## src/rtl/core/bqd_pkg.sv

```systemverilog
// Shared types, constants and codes for the biquad filter block.
package bqd_pkg;

   // Default values of the top-level parameters.
   localparam int DEF_CHANNELS       = 8;
   localparam int DEF_SAMPLE_BITS    = 24;
   localparam int DEF_COEF_FRAC_BITS = 28;

   // Fixed field and register widths.
   localparam int COEF_BITS      = 32;
   localparam int NUM_COEFS      = 5;
   localparam int CSR_INDEX_BITS = 3;
   localparam int CHAN_BITS      = 3;
   localparam int DELAY_BITS     = 48;
   localparam int ALIGN_SHIFT    = 8;

   // Coefficient identifiers: register index on the CSR port and operand
   // select for the shared multiplier.
   typedef enum logic [CSR_INDEX_BITS-1:0] {
      COEF_B0 = 3'd0,
      COEF_B1 = 3'd1,
      COEF_B2 = 3'd2,
      COEF_A1 = 3'd3,
      COEF_A2 = 3'd4
   } coef_id_type;

   // Controller states, one per step of the per-sample sequence.
   typedef enum logic [2:0] {
      ST_IDLE,
      ST_MUL_B0,
      ST_MUL_B1,
      ST_MUL_B2,
      ST_MUL_A1,
      ST_MUL_A2,
      ST_FOLD,
      ST_COMMIT
   } ctrl_state_type;

   // Commands from the controller to the datapath.
   typedef struct packed {
      logic        capture;
      coef_id_type mul_sel;
      logic        ld_delay;
      logic        ld_acc;
      logic        ld_y;
      logic        n1_init;
      logic        n2_init;
      logic        n1_sub;
      logic        n2_sub;
      logic        commit;
   } dp_cmd_type;

   // Status from the datapath to the controller.
   typedef struct packed {
      logic out_free;
   } dp_status_type;

endpackage

```

## src/rtl/core/biquad_tdf2_filter.sv

```systemverilog
// Top level of the multichannel transposed direct form II biquad filter.
//
//   Channel  Direction  Handshake                Payload
//   req_     in         req_tvalid / req_tready  tdata: sample_in, tuser: chan_in
//   rsp_     out        rsp_tvalid / rsp_tready  tdata: sample_out, tuser: chan_out
//   csr_     in         csr_valid / csr_ready    csr_index, csr_data (coefficients)
//
// The block takes one sample at a time and accepts the next one only when the
// current sequence is done: one shared 32-bit multiplier forms the five
// coefficient products in turn, and a final step writes the channel's delay
// words back to the delay RAM and loads the output register.
// Reset is synchronous and active high. It clears all delay state (through
// per-channel valid bits, so there is no clearing pass) and restores the
// coefficients to a pass-through filter (b0 = 1.0, all others zero).
// The output register lets a finished result wait while the next input
// transaction is accepted; the sequence only stalls at writeback while the
// previous result has not been taken. The CSR port never stalls.
module biquad_tdf2_filter #(
   parameter int CHANNELS       = bqd_pkg::DEF_CHANNELS,
   parameter int SAMPLE_BITS    = bqd_pkg::DEF_SAMPLE_BITS,
   parameter int COEF_FRAC_BITS = bqd_pkg::DEF_COEF_FRAC_BITS
) (
   input  logic                                       clock,
   input  logic                                       reset,
   // Input sample stream.
   input  logic                                       req_tvalid,
   output logic                                       req_tready,
   input  logic [((SAMPLE_BITS + 7) / 8) * 8 - 1:0]   req_tdata,  // sample_in
   input  logic [bqd_pkg::CHAN_BITS-1:0]              req_tuser,  // chan_in
   // Filtered sample stream.
   output logic                                       rsp_tvalid,
   input  logic                                       rsp_tready,
   output logic [((SAMPLE_BITS + 7) / 8) * 8 - 1:0]   rsp_tdata,  // sample_out
   output logic [bqd_pkg::CHAN_BITS-1:0]              rsp_tuser,  // chan_out
   // Coefficient write port.
   input  logic                                       csr_valid,
   output logic                                       csr_ready,
   input  logic [bqd_pkg::CSR_INDEX_BITS-1:0]         csr_index,
   input  logic [bqd_pkg::COEF_BITS-1:0]              csr_data
);
   import bqd_pkg::*;

   localparam int TDATA_W = ((SAMPLE_BITS + 7) / 8) * 8;

   dp_cmd_type             cmd;
   dp_status_type          status;
   logic [SAMPLE_BITS-1:0] rsp_sample;

   // Coefficient writes are always taken; the write lands in the coefficient register.
   assign csr_ready = 1'b1;

   bqd_ctrl u_ctrl (
      .clock     (clock),
      .reset     (reset),
      .req_valid (req_tvalid),
      .req_ready (req_tready),
      .status    (status),
      .cmd       (cmd)
   );

   bqd_datapath #(
      .CHANNELS       (CHANNELS),
      .SAMPLE_BITS    (SAMPLE_BITS),
      .COEF_FRAC_BITS (COEF_FRAC_BITS)
   ) u_datapath (
      .clock      (clock),
      .reset      (reset),
      .cmd        (cmd),
      .status     (status),
      .req_sample (req_tdata[SAMPLE_BITS-1:0]),
      .req_chan   (req_tuser),
      .csr_valid  (csr_valid && csr_ready),
      .csr_index  (csr_index),
      .csr_data   (csr_data),
      .rsp_valid  (rsp_tvalid),
      .rsp_ready  (rsp_tready),
      .rsp_sample (rsp_sample),
      .rsp_chan   (rsp_tuser)
   );

   // Padding bits above the sample are zero.
   assign rsp_tdata = TDATA_W'(rsp_sample);

endmodule

```

## src/rtl/core/bqd_ram.sv

```systemverilog
// Generic single-write, single-read RAM with registered read data.
module bqd_ram #(
   parameter int WIDTH = 8,
   parameter int DEPTH = 8,
   localparam int ADDR_W = (DEPTH > 1) ? $clog2(DEPTH) : 1
) (
   input  logic              clock,
   input  logic              wr_en,
   input  logic [ADDR_W-1:0] wr_addr,
   input  logic [WIDTH-1:0]  wr_data,
   input  logic              rd_en,
   input  logic [ADDR_W-1:0] rd_addr,
   output logic [WIDTH-1:0]  rd_data
);

   logic [WIDTH-1:0] mem_ff [DEPTH];
   logic [WIDTH-1:0] rd_data_ff;

   always_ff @(posedge clock) begin
      if (wr_en) begin
         mem_ff[wr_addr] <= wr_data;
      end
      if (rd_en) begin
         rd_data_ff <= mem_ff[rd_addr];
      end
   end

   assign rd_data = rd_data_ff;

endmodule

```

## src/rtl/core/bqd_ctrl.sv

```systemverilog
// Sequencing state machine for the biquad filter: one sample at a time.
module bqd_ctrl (
   input  logic                   clock,
   input  logic                   reset,
   input  logic                   req_valid,
   output logic                   req_ready,
   input  bqd_pkg::dp_status_type status,
   output bqd_pkg::dp_cmd_type    cmd
);
   import bqd_pkg::*;

   ctrl_state_type state_ff;
   ctrl_state_type state_in;

   always_ff @(posedge clock) begin
      if (reset) begin
         state_ff <= ST_IDLE;
      end else begin
         state_ff <= state_in;
      end
   end

   always_comb begin
      state_in  = state_ff;
      req_ready = 1'b0;
      cmd       = '0;
      cmd.mul_sel = COEF_B0;
      unique case (state_ff)
         ST_IDLE: begin
            req_ready   = 1'b1;
            cmd.capture = req_valid;
            if (req_valid) begin
               state_in = ST_MUL_B0;
            end
         end
         ST_MUL_B0: begin
            cmd.mul_sel  = COEF_B0;
            cmd.ld_delay = 1'b1;
            state_in     = ST_MUL_B1;
         end
         ST_MUL_B1: begin
            cmd.mul_sel = COEF_B1;
            cmd.ld_acc  = 1'b1;
            state_in    = ST_MUL_B2;
         end
         ST_MUL_B2: begin
            cmd.mul_sel = COEF_B2;
            cmd.ld_y    = 1'b1;
            cmd.n1_init = 1'b1;
            state_in    = ST_MUL_A1;
         end
         ST_MUL_A1: begin
            cmd.mul_sel = COEF_A1;
            cmd.n2_init = 1'b1;
            state_in    = ST_MUL_A2;
         end
         ST_MUL_A2: begin
            cmd.mul_sel = COEF_A2;
            cmd.n1_sub  = 1'b1;
            state_in    = ST_FOLD;
         end
         ST_FOLD: begin
            cmd.n2_sub = 1'b1;
            state_in   = ST_COMMIT;
         end
         ST_COMMIT: begin
            // Hold here until the output register can take the result.
            if (status.out_free) begin
               cmd.commit = 1'b1;
               state_in   = ST_IDLE;
            end
         end
         default: begin
            state_in = ST_IDLE;
         end
      endcase
   end

endmodule

```

## src/rtl/core/bqd_datapath.sv

```systemverilog
// Biquad datapath: coefficients, delay RAM, shared multiplier, accumulators, output register.
module bqd_datapath #(
   parameter int CHANNELS       = bqd_pkg::DEF_CHANNELS,
   parameter int SAMPLE_BITS    = bqd_pkg::DEF_SAMPLE_BITS,
   parameter int COEF_FRAC_BITS = bqd_pkg::DEF_COEF_FRAC_BITS
) (
   input  logic                                clock,
   input  logic                                reset,
   input  bqd_pkg::dp_cmd_type                 cmd,
   output bqd_pkg::dp_status_type              status,
   input  logic [SAMPLE_BITS-1:0]              req_sample,
   input  logic [bqd_pkg::CHAN_BITS-1:0]       req_chan,
   input  logic                                csr_valid,
   input  logic [bqd_pkg::CSR_INDEX_BITS-1:0]  csr_index,
   input  logic [bqd_pkg::COEF_BITS-1:0]       csr_data,
   output logic                                rsp_valid,
   input  logic                                rsp_ready,
   output logic [SAMPLE_BITS-1:0]              rsp_sample,
   output logic [bqd_pkg::CHAN_BITS-1:0]       rsp_chan
);
   import bqd_pkg::*;

   localparam int CIDX_W          = (CHANNELS > 1) ? $clog2(CHANNELS) : 1;
   localparam int PROD_W          = COEF_BITS + SAMPLE_BITS;
   localparam int TERM_W          = PROD_W - ALIGN_SHIFT;
   localparam int ACC_W           = ((TERM_W > DELAY_BITS) ? TERM_W : DELAY_BITS) + 2;
   localparam int DELAY_FRAC_BITS = COEF_FRAC_BITS - ALIGN_SHIFT;
   localparam int QUO_W           = ACC_W - DELAY_FRAC_BITS;
   localparam int RAM_W           = 2 * DELAY_BITS;

   localparam logic [COEF_BITS-1:0]   COEF_ONE = COEF_BITS'(64'd1 << COEF_FRAC_BITS);
   localparam logic [ACC_W-1:0]       ROUND_HALF = ACC_W'(64'd1 << (DELAY_FRAC_BITS - 1));
   localparam logic [SAMPLE_BITS-1:0] SAMPLE_MIN = SAMPLE_BITS'(64'd1 << (SAMPLE_BITS - 1));
   localparam logic [SAMPLE_BITS-1:0] SAMPLE_MAX = ~SAMPLE_MIN;
   localparam logic [DELAY_BITS-1:0]  DELAY_MIN  = DELAY_BITS'(64'd1 << (DELAY_BITS - 1));
   localparam logic [DELAY_BITS-1:0]  DELAY_MAX  = ~DELAY_MIN;

   // Coefficient registers.
   logic [COEF_BITS-1:0] coef_ff [NUM_COEFS];
   logic [COEF_BITS-1:0] coef_in [NUM_COEFS];

   always_comb begin
      coef_in = coef_ff;
      if (csr_valid) begin
         unique case (csr_index) inside
            COEF_B0, COEF_B1, COEF_B2, COEF_A1, COEF_A2: begin
               coef_in[csr_index] = csr_data;
            end
            default: begin
            end
         endcase
      end
   end

   always_ff @(posedge clock) begin
      if (reset) begin
         coef_ff[COEF_B0] <= COEF_ONE;
         coef_ff[COEF_B1] <= '0;
         coef_ff[COEF_B2] <= '0;
         coef_ff[COEF_A1] <= '0;
         coef_ff[COEF_A2] <= '0;
      end else begin
         coef_ff <= coef_in;
      end
   end

   // Channel number folded into the delay store range.
   logic [CHAN_BITS-1:0] chan_wrap;

   always_comb begin
      chan_wrap = req_chan;
      for (int k = 0; k < (1 << CHAN_BITS); k++) begin
         if (int'(chan_wrap) >= CHANNELS) begin
            chan_wrap = chan_wrap - CHAN_BITS'(CHANNELS);
         end
      end
   end

   // Captured sample and channel.
   logic [SAMPLE_BITS-1:0] x_ff, x_in;
   logic [CHAN_BITS-1:0]   chan_ff, chan_in;
   logic [CIDX_W-1:0]      idx_ff, idx_in;

   always_comb begin
      x_in    = x_ff;
      chan_in = chan_ff;
      idx_in  = idx_ff;
      if (cmd.capture) begin
         x_in    = req_sample;
         chan_in = req_chan;
         idx_in  = CIDX_W'(chan_wrap);
      end
   end

   // Delay store: both delay words of a channel in one RAM row, valid bits
   // in flops so that a never-written row reads as zero.
   logic [RAM_W-1:0]    ram_rd;
   logic [RAM_W-1:0]    ram_wr;
   logic [CHANNELS-1:0] valid_ff, valid_in;

   bqd_ram #(
      .WIDTH (RAM_W),
      .DEPTH (CHANNELS)
   ) u_delay_ram (
      .clock   (clock),
      .wr_en   (cmd.commit),
      .wr_addr (idx_ff),
      .wr_data (ram_wr),
      .rd_en   (cmd.capture),
      .rd_addr (CIDX_W'(chan_wrap)),
      .rd_data (ram_rd)
   );

   always_comb begin
      valid_in = valid_ff;
      if (cmd.commit) begin
         valid_in[idx_ff] = 1'b1;
      end
   end

   logic [DELAY_BITS-1:0] r1_ff, r1_in;
   logic [DELAY_BITS-1:0] r2_ff, r2_in;

   always_comb begin
      r1_in = r1_ff;
      r2_in = r2_ff;
      if (cmd.ld_delay) begin
         r1_in = valid_ff[idx_ff] ? ram_rd[DELAY_BITS-1:0] : '0;
         r2_in = valid_ff[idx_ff] ? ram_rd[RAM_W-1:DELAY_BITS] : '0;
      end
   end

   // Shared multiplier with its product register.
   logic signed [COEF_BITS-1:0]   mul_a;
   logic signed [SAMPLE_BITS-1:0] mul_b;
   logic signed [PROD_W-1:0]      mul_p;
   logic [PROD_W-1:0]             prod_ff, prod_in;
   logic [SAMPLE_BITS-1:0]        y_ff, y_in;

   assign mul_a   = coef_ff[cmd.mul_sel];
   assign mul_b   = (cmd.mul_sel == COEF_A1 || cmd.mul_sel == COEF_A2) ? y_ff : x_ff;
   assign mul_p   = mul_a * mul_b;
   assign prod_in = mul_p;

   // Product aligned to delay format (arithmetic shift right, floor) and
   // extended to accumulator width.
   logic [TERM_W-1:0] term;
   logic [ACC_W-1:0]  term_ext;
   logic [ACC_W-1:0]  r1_ext;
   logic [ACC_W-1:0]  r2_ext;

   assign term     = prod_ff[PROD_W-1:ALIGN_SHIFT];
   assign term_ext = {{(ACC_W-TERM_W){term[TERM_W-1]}}, term};
   assign r1_ext   = {{(ACC_W-DELAY_BITS){r1_ff[DELAY_BITS-1]}}, r1_ff};
   assign r2_ext   = {{(ACC_W-DELAY_BITS){r2_ff[DELAY_BITS-1]}}, r2_ff};

   logic [ACC_W-1:0] acc_ff, acc_in;
   logic [ACC_W-1:0] n1_ff, n1_in;
   logic [ACC_W-1:0] n2_ff, n2_in;

   assign acc_in = cmd.ld_acc ? (term_ext + r1_ext) : acc_ff;

   always_comb begin
      n1_in = n1_ff;
      n2_in = n2_ff;
      if (cmd.n1_init) begin
         n1_in = term_ext + r2_ext;
      end else if (cmd.n1_sub) begin
         n1_in = n1_ff - term_ext;
      end
      if (cmd.n2_init) begin
         n2_in = term_ext;
      end else if (cmd.n2_sub) begin
         n2_in = n2_ff - term_ext;
      end
   end

   // Output sample: round half up to integer, then saturate.
   logic [ACC_W-1:0]           acc_rnd;
   logic [QUO_W-1:0]           quo;
   logic [QUO_W-SAMPLE_BITS:0] quo_hi;
   logic [SAMPLE_BITS-1:0]     y_sat;

   assign acc_rnd = acc_ff + ROUND_HALF;
   assign quo     = acc_rnd[ACC_W-1:DELAY_FRAC_BITS];
   assign quo_hi  = quo[QUO_W-1:SAMPLE_BITS-1];

   always_comb begin
      if ((&quo_hi) || !(|quo_hi)) begin
         y_sat = quo[SAMPLE_BITS-1:0];
      end else if (quo[QUO_W-1]) begin
         y_sat = SAMPLE_MIN;
      end else begin
         y_sat = SAMPLE_MAX;
      end
   end

   assign y_in = cmd.ld_y ? y_sat : y_ff;

   // New delay words saturated to the delay width.
   logic [ACC_W-DELAY_BITS:0] n1_hi;
   logic [ACC_W-DELAY_BITS:0] n2_hi;
   logic [DELAY_BITS-1:0]     n1_sat;
   logic [DELAY_BITS-1:0]     n2_sat;

   assign n1_hi = n1_ff[ACC_W-1:DELAY_BITS-1];
   assign n2_hi = n2_ff[ACC_W-1:DELAY_BITS-1];

   always_comb begin
      if ((&n1_hi) || !(|n1_hi)) begin
         n1_sat = n1_ff[DELAY_BITS-1:0];
      end else if (n1_ff[ACC_W-1]) begin
         n1_sat = DELAY_MIN;
      end else begin
         n1_sat = DELAY_MAX;
      end
      if ((&n2_hi) || !(|n2_hi)) begin
         n2_sat = n2_ff[DELAY_BITS-1:0];
      end else if (n2_ff[ACC_W-1]) begin
         n2_sat = DELAY_MIN;
      end else begin
         n2_sat = DELAY_MAX;
      end
   end

   assign ram_wr = {n2_sat, n1_sat};

   // Output register.
   logic                   rsp_valid_ff, rsp_valid_in;
   logic [SAMPLE_BITS-1:0] rsp_sample_ff, rsp_sample_in;
   logic [CHAN_BITS-1:0]   rsp_chan_ff, rsp_chan_in;

   always_comb begin
      rsp_valid_in  = rsp_valid_ff;
      rsp_sample_in = rsp_sample_ff;
      rsp_chan_in   = rsp_chan_ff;
      if (cmd.commit) begin
         rsp_valid_in  = 1'b1;
         rsp_sample_in = y_ff;
         rsp_chan_in   = chan_ff;
      end else if (rsp_ready) begin
         rsp_valid_in = 1'b0;
      end
   end

   assign status.out_free = !rsp_valid_ff || rsp_ready;
   assign rsp_valid       = rsp_valid_ff;
   assign rsp_sample      = rsp_sample_ff;
   assign rsp_chan        = rsp_chan_ff;

   always_ff @(posedge clock) begin
      if (reset) begin
         valid_ff     <= '0;
         rsp_valid_ff <= 1'b0;
      end else begin
         valid_ff     <= valid_in;
         rsp_valid_ff <= rsp_valid_in;
      end
   end

   always_ff @(posedge clock) begin
      x_ff          <= x_in;
      chan_ff       <= chan_in;
      idx_ff        <= idx_in;
      r1_ff         <= r1_in;
      r2_ff         <= r2_in;
      prod_ff       <= prod_in;
      acc_ff        <= acc_in;
      y_ff          <= y_in;
      n1_ff         <= n1_in;
      n2_ff         <= n2_in;
      rsp_sample_ff <= rsp_sample_in;
      rsp_chan_ff   <= rsp_chan_in;
   end

endmodule
```

## config.mk

```make
export PLATFORM = sky130hd
export DESIGN_NAME = biquad_tdf2_filter
export DESIGN_NICKNAME = d
export VERILOG_FILES = /design/src/rtl/core/bqd_pkg.sv /design/src/rtl/core/biquad_tdf2_filter.sv /design/src/rtl/core/bqd_ram.sv /design/src/rtl/core/bqd_ctrl.sv /design/src/rtl/core/bqd_datapath.sv
export SDC_FILE = /design/constraint.sdc
export NUM_CORES = 2
export LEC_CHECK = 0
export BUFFER_PORTS_ARGS = -buffer_cell sky130_fd_sc_hd__buf_2
export CORE_MARGIN = 3
export CORE_UTILIZATION = 50
export DETAILED_ROUTE_END_ITERATION = 10
export GPL_TIMING_DRIVEN = 0
export PLACE_DENSITY = 0.7
export SETUP_SLACK_MARGIN = 0.2
export SYNTH_ARGS = -nofsm -noshare
export SYNTH_HDL_FRONTEND = slang
export SYNTH_HIERARCHICAL = 1
export SYNTH_SLANG_ARGS = --single-unit
```

## constraint.sdc

```tcl
create_clock -name clock -period 10.5 [get_ports clock]
set_input_delay 1.05 -clock clock [delete_from_list [all_inputs] [get_ports clock]]
set_output_delay 1.05 -clock clock [all_outputs]
set_load 0.05 [all_outputs]
```

### After elaboration in Yosys (flattened, before gate mapping)

Memory sizes are Yosys's and may differ from the RTL's. A register that Yosys moved wholly into a read port is not among the register bits.
Cells that the tools add are included.

* add/sub/neg operators: 5
* multiply operators: 1
* order comparisons: 5
* equality and inequality tests: 15
* muxes and demuxes: 39
* bitwise operators: 3
* reductions and logical operators: 25

Operators by type and width (number)
* 2-to-1 mux 50 bit: 4
* 2-to-1 mux 48 bit: 4
* bitwise mux 160 bit: 1
* subtractor 50 bit: 2
* adder 48 x 48 -> 49 bit: 2
* binary-select mux 32 bit (select 3 bit): 1
* demux 32 bit (select 3 bit): 1
* 2-to-1 mux 32 bit: 3
* 2-to-1 mux 24 bit: 3
* multiplier 32 x 24 -> 56 bit: 1
* adder 50 x 20 -> 50 bit, second input constant: 1
* one-hot mux 3 bit (8 select lines): 1
* equality test 3 bit, second input constant: 6
* equality test 3 x 2 -> 1 bit, second input constant: 5
* 2-to-1 mux 1 bit: 15
* one-hot mux 3 bit (4 select lines): 1
* greater-or-equal comparator 4 bit, second input constant: 2
* NOT 3 -> 4 bit: 2
* OR 8 bit: 1
* AND reduction 7 bit: 1
* OR reduction 7 bit: 1
* equality test 3 x 1 -> 1 bit, second input constant: 2
* logical NOT 3 bit: 2
* 2-to-1 mux 3 bit: 2
* 15 further kinds: 29

* register bits: 552
* bits in writable memories: 768
* input bits: 67
* output and inout bits: 30
* memories: 1

Memory list
* u_datapath.u_delay_ram.mem_ff: depth 8, bits a word 96, read ports 1, clocked after Yosys merged registers in 1, wr ports 1, RTL line bqd_ram.sv:16 `logic [WIDTH-1:0] mem_ff [DEPTH];`

### Depth between registers and ports, before layout

* depth in word-level cells: 7
* depth in mapped cells: 39

### By module

The synthesis kept the hierarchy.

By module, submodules not included
* bqd_datapath: times used 1, cells each 6277, area an instance 56436.6 um^2
* bqd_ram: times used 1, cells each 1219, area an instance 31766.7 um^2
* bqd_ctrl: times used 1, cells each 32, area an instance 287.8 um^2
* biquad_tdf2_filter: times used 1, cells each 2, area an instance 11.3 um^2

### Worst setup path after synthesis

No wires, ideal clock.

* path type: input to register
* from: input rsp_tready
* to: memory u_datapath/u_delay_ram/mem_ff[4][0] in the netlist's numbering (enable)
* setup time: 0.668 ns
* data arrival time: 8.317 ns
* data required time: 9.832 ns
* setup slack: 1.515 ns
* stages on the path: 4
* path buffers: 0
* cells stage by stage: nand2b_1 > and4_4 > nand2_1 > nor3_1

RTL lines
* from (decl): RTL line biquad_tdf2_filter.sv:32 `input logic rsp_tready,`
* to (decl): RTL line bqd_ram.sv:16

==> run summary <==
clock skew: 81.8 ps
synth-to-layout area growth: 11.7%
syn_nets: 8,722
drt wl/cell: 26.0 µm
Sum Neg Setup Slack: 0 ps
async set-reset flop share out of synthesis: 0
Total Routing Usage GR: 0.300
Mapped Cells: 7,530
period utilization: 0.960
Hold Crit Start: req_tdata[4]
Hold Path Class: input port to register
TritonCTS Buffers: 148
design area: 98,800 µm²
die height: 427 µm
sequential share of power: 0.344
dpl cell area: 93,200 µm²
CP endpoint kind: register
initial antenna violation count: 6
VDD IR max: 272 µV
IO Pins: 97
hold path endpoint: u_datapath/x_ff[4]
Max-cap violations: 0
Startpoint Class: register
Clk pwr share: 0.267
H-Tree Depth: 4
Initial Util: 0.506
Total Die Area: 182,000 µm²
clk_lat worst skew: 800 ps
R2R setup slack: 420 ps
synthesized flop and latch total: 1,388
clock root cell: clkbuf_16
largest net degree at the start of global routing: 54
Port Buffers: 95
ys flop type: edfxtp_1
Logic pwr share: 0.389
Worst Hold Depth: 1
Buf+Inv Stages, Crit Path: 10
worst r2r src: u_ctrl/state_ff[0]
fin nets: 9,051
clk slew on worst S/H paths: 60 ps
Final min period: 10,080 ps
Sw Share: 0.369
GRT overflow: 0
NetSw: 7310 µW
Rows: 153
DR DRC count: 0
relative slew slack: 0.0633
Post-Syn Area: 88,500 µm²
yosys warns: 6
Crit path depth: 33
worst slew pin tran: 1410 ps
Setup CP Type: register to register
final setup fails: 0
Max stage delay on crit path: 580 ps
status: complete, no violations
Routed Antenna Nets: 0
fmax: 99.3 MHz
syn_area_per_cell: 11.8 µm²
Data arrival, critical path: 10,800 ps
Data required, critical path: 11,230 ps
P_leak: 0.0392 µW
post-synth cell types: 103
share of layout cells above drive strength 1: 0.127
CTS Hold Bufs: 0
CTS sink cnt: 1,388
Fin. Hold Viols: 0
Slew Limit Fails: 0
Register-to-Register Path Depth: 33
top cell family by delay on the critical path: adder cells
core area: 175,000 µm²
Starting DRT DRC Count: 5,493
first-pass GRT wire length: 399 mm
First-pass DRT Iterations: 6
Pwr Density: 200 nW/µm²
final wirelength: 268 mm
RSZ-0062 raised after global routing: false
Hold WS: 439 ps
sequential area share after synthesis: 0.446
TritonCTS clock tree: yes
via/cell ratio: 5.77
Max clock buf depth: 3
DP HPWL: 209 mm
Worst R2R End: u_datapath/prod_ff[54]
Critical Path Slowest Stage Cell: fa_1
Vias: 59.5k
die width: 427 µm
vias in the first global route: 60.8k
crit-path most repeated cell: fa_1
Power Internal: 12,500 µW
GPL Wtd Cong: 1.04
EDFF count, synth: 1,168
Max FO, Critical Path: 10
==> power groups by stage <==
stage	combinational [µW]	clock (µW)	sequential, µW
2_1_floorplan	5320	0	6720
3_3_place_gp	7360	0	6940
3_5_place_dp	7430	0	6920
4_1_cts	7580	5390	6810
5_1_grt	8440	5630	6830
6_report	7700	5290	6820
==> cells in the final DEF (no fill, tap or decap), drive strengths merged, types with 20 or more instances in the layout <==
master,n
or3,23
inv,887
o21a,53
o21ai,204
a21boi,20
a21o,157
o31ai,23
buf,263
clkinv,59
a21oi,452
nor2b,120
o21bai,30
mux2i,58
dfxtp,220
a31oi,32
nand4,45
clkbuf,449
mux2,147
edfxtp,1168
ha,340
xor2,92
and3,30
nor2,733
nor3,38
nand3,52
nand2b,49
fa,785
xnor2,122
nand2,898
a211oi,22
mux4,195
==> worst max path at each step <==
stage                             from                                   end  slack (ps)
floorplan                   rsp_tready   u_datapath/u_delay_ram/mem_ff[4][0]        1510
global placement            rsp_tready  u_datapath/u_delay_ram/mem_ff[4][87]       -6360
detailed placement  u_ctrl/state_ff[0]                u_datapath/prod_ff[52]       -1950
CTS                 u_ctrl/state_ff[1]                u_datapath/prod_ff[54]         220
global route        u_ctrl/state_ff[0]                u_datapath/prod_ff[54]         190
finish              u_ctrl/state_ff[0]                u_datapath/prod_ff[54]         420
==> cells by family (layout without fill, tap and decap cells) <==
family	Yosys count	after routing	share of synthesized area
muxes	400	400	0.0749
AOI/OAI and AO/OA	1088	1088	0.0761
buffers and inverters	1235	1685	0.0547
adders and majority gates	1125	1125	0.226
and+or+nand+nor	2079	2079	0.101
xor gates and xnor gates	214	214	0.0212
DFF	1388	1388	0.446
other	1	4	0.0000424
==> per-stage QoR <==
step,total power (µW),util,setup slack [ps],instances
after global placement,14300,0.525,-6360,9950
after detailed placement,14300,0.533,-1950,10000
after global routing,20900,0.565,187,10300
after CTS,19800,0.564,215,10300
after floorplan,12000,-,1510,7530
final,19800,0.565,425,10300
==> sequential cells by signal (all words and copies together) (netlist names) <==
name and cells:
u_datapath/u_delay_ram/mem_ff 768, u_datapath/coef_ff 160, u_datapath/u_delay_ram/rd_data 96, u_datapath/n1_ff 50, u_datapath/n2_ff 50, u_datapath/prod_ff 48
u_datapath/r1_ff 48, u_datapath/r2_ff 48, u_datapath/acc_ff 30, u_datapath/rsp_sample 24, u_datapath/x_ff 24, u_datapath/y_ff 24
u_datapath/valid_ff 8, u_ctrl/state_ff 3, u_datapath/idx_ff 3, u_datapath/rsp_chan 3, u_datapath/rsp_valid 1
==> cells in the mapped netlist (28+ instances only) <==
cell type	count	area [µm²]
mux4_2	195	4390
o21bai_1	30	225
nor2b_1	120	751
mux2_2	147	1660
nor3_1	35	175
xnor2_1	122	1070
and3_1	29	181
a21o_1	157	1180
xor2_1	92	806
a21oi_1	450	2250
nand3_1	52	260
inv_1	872	3270
dfxtp_1	220	4400
ha_1	340	4250
nand2b_1	48	300
o21a_1	53	398
edfxtp_1	1168	35100
o21ai_0	182	911
clkbuf_1	290	1090
nand2_1	898	3370
fa_1	785	15700
nor2_1	730	2740
a31oi_1	31	194
mux2i_1	58	581
buf_1	28	105
nand4_1	45	282
==> metal layers <==
layer	global-route usage	wire length [µm]
met1	0.397	106000
met4	0.133	14200
met5	0	0
met3	0.0383	18100
met2	0.497	130000
==> layout make-up <==
type	count	area [µm²]
Antenna cell	3	7.51
Buffer	352	1760
Clock buffer	174	3840
Clock inverter	97	1110
Fill cell	14500	76100
Inverter	876	3300
Multi-Input combinational cell	4907	44600
Sequential cell	1388	39500
Tap cell	2325	2910
Timing Repair Buffer	186	1860
==> timing repair <==
action | CTS | global route
buffers inserted | 10 | 3
setup endpoints to repair | 42 | 20
pin swaps | 1 | 4
resized for setup | 169 | 85
endpoints found under the hold margin | 0 | 0
No activity file was read; power rests on OpenSTA's default activity.
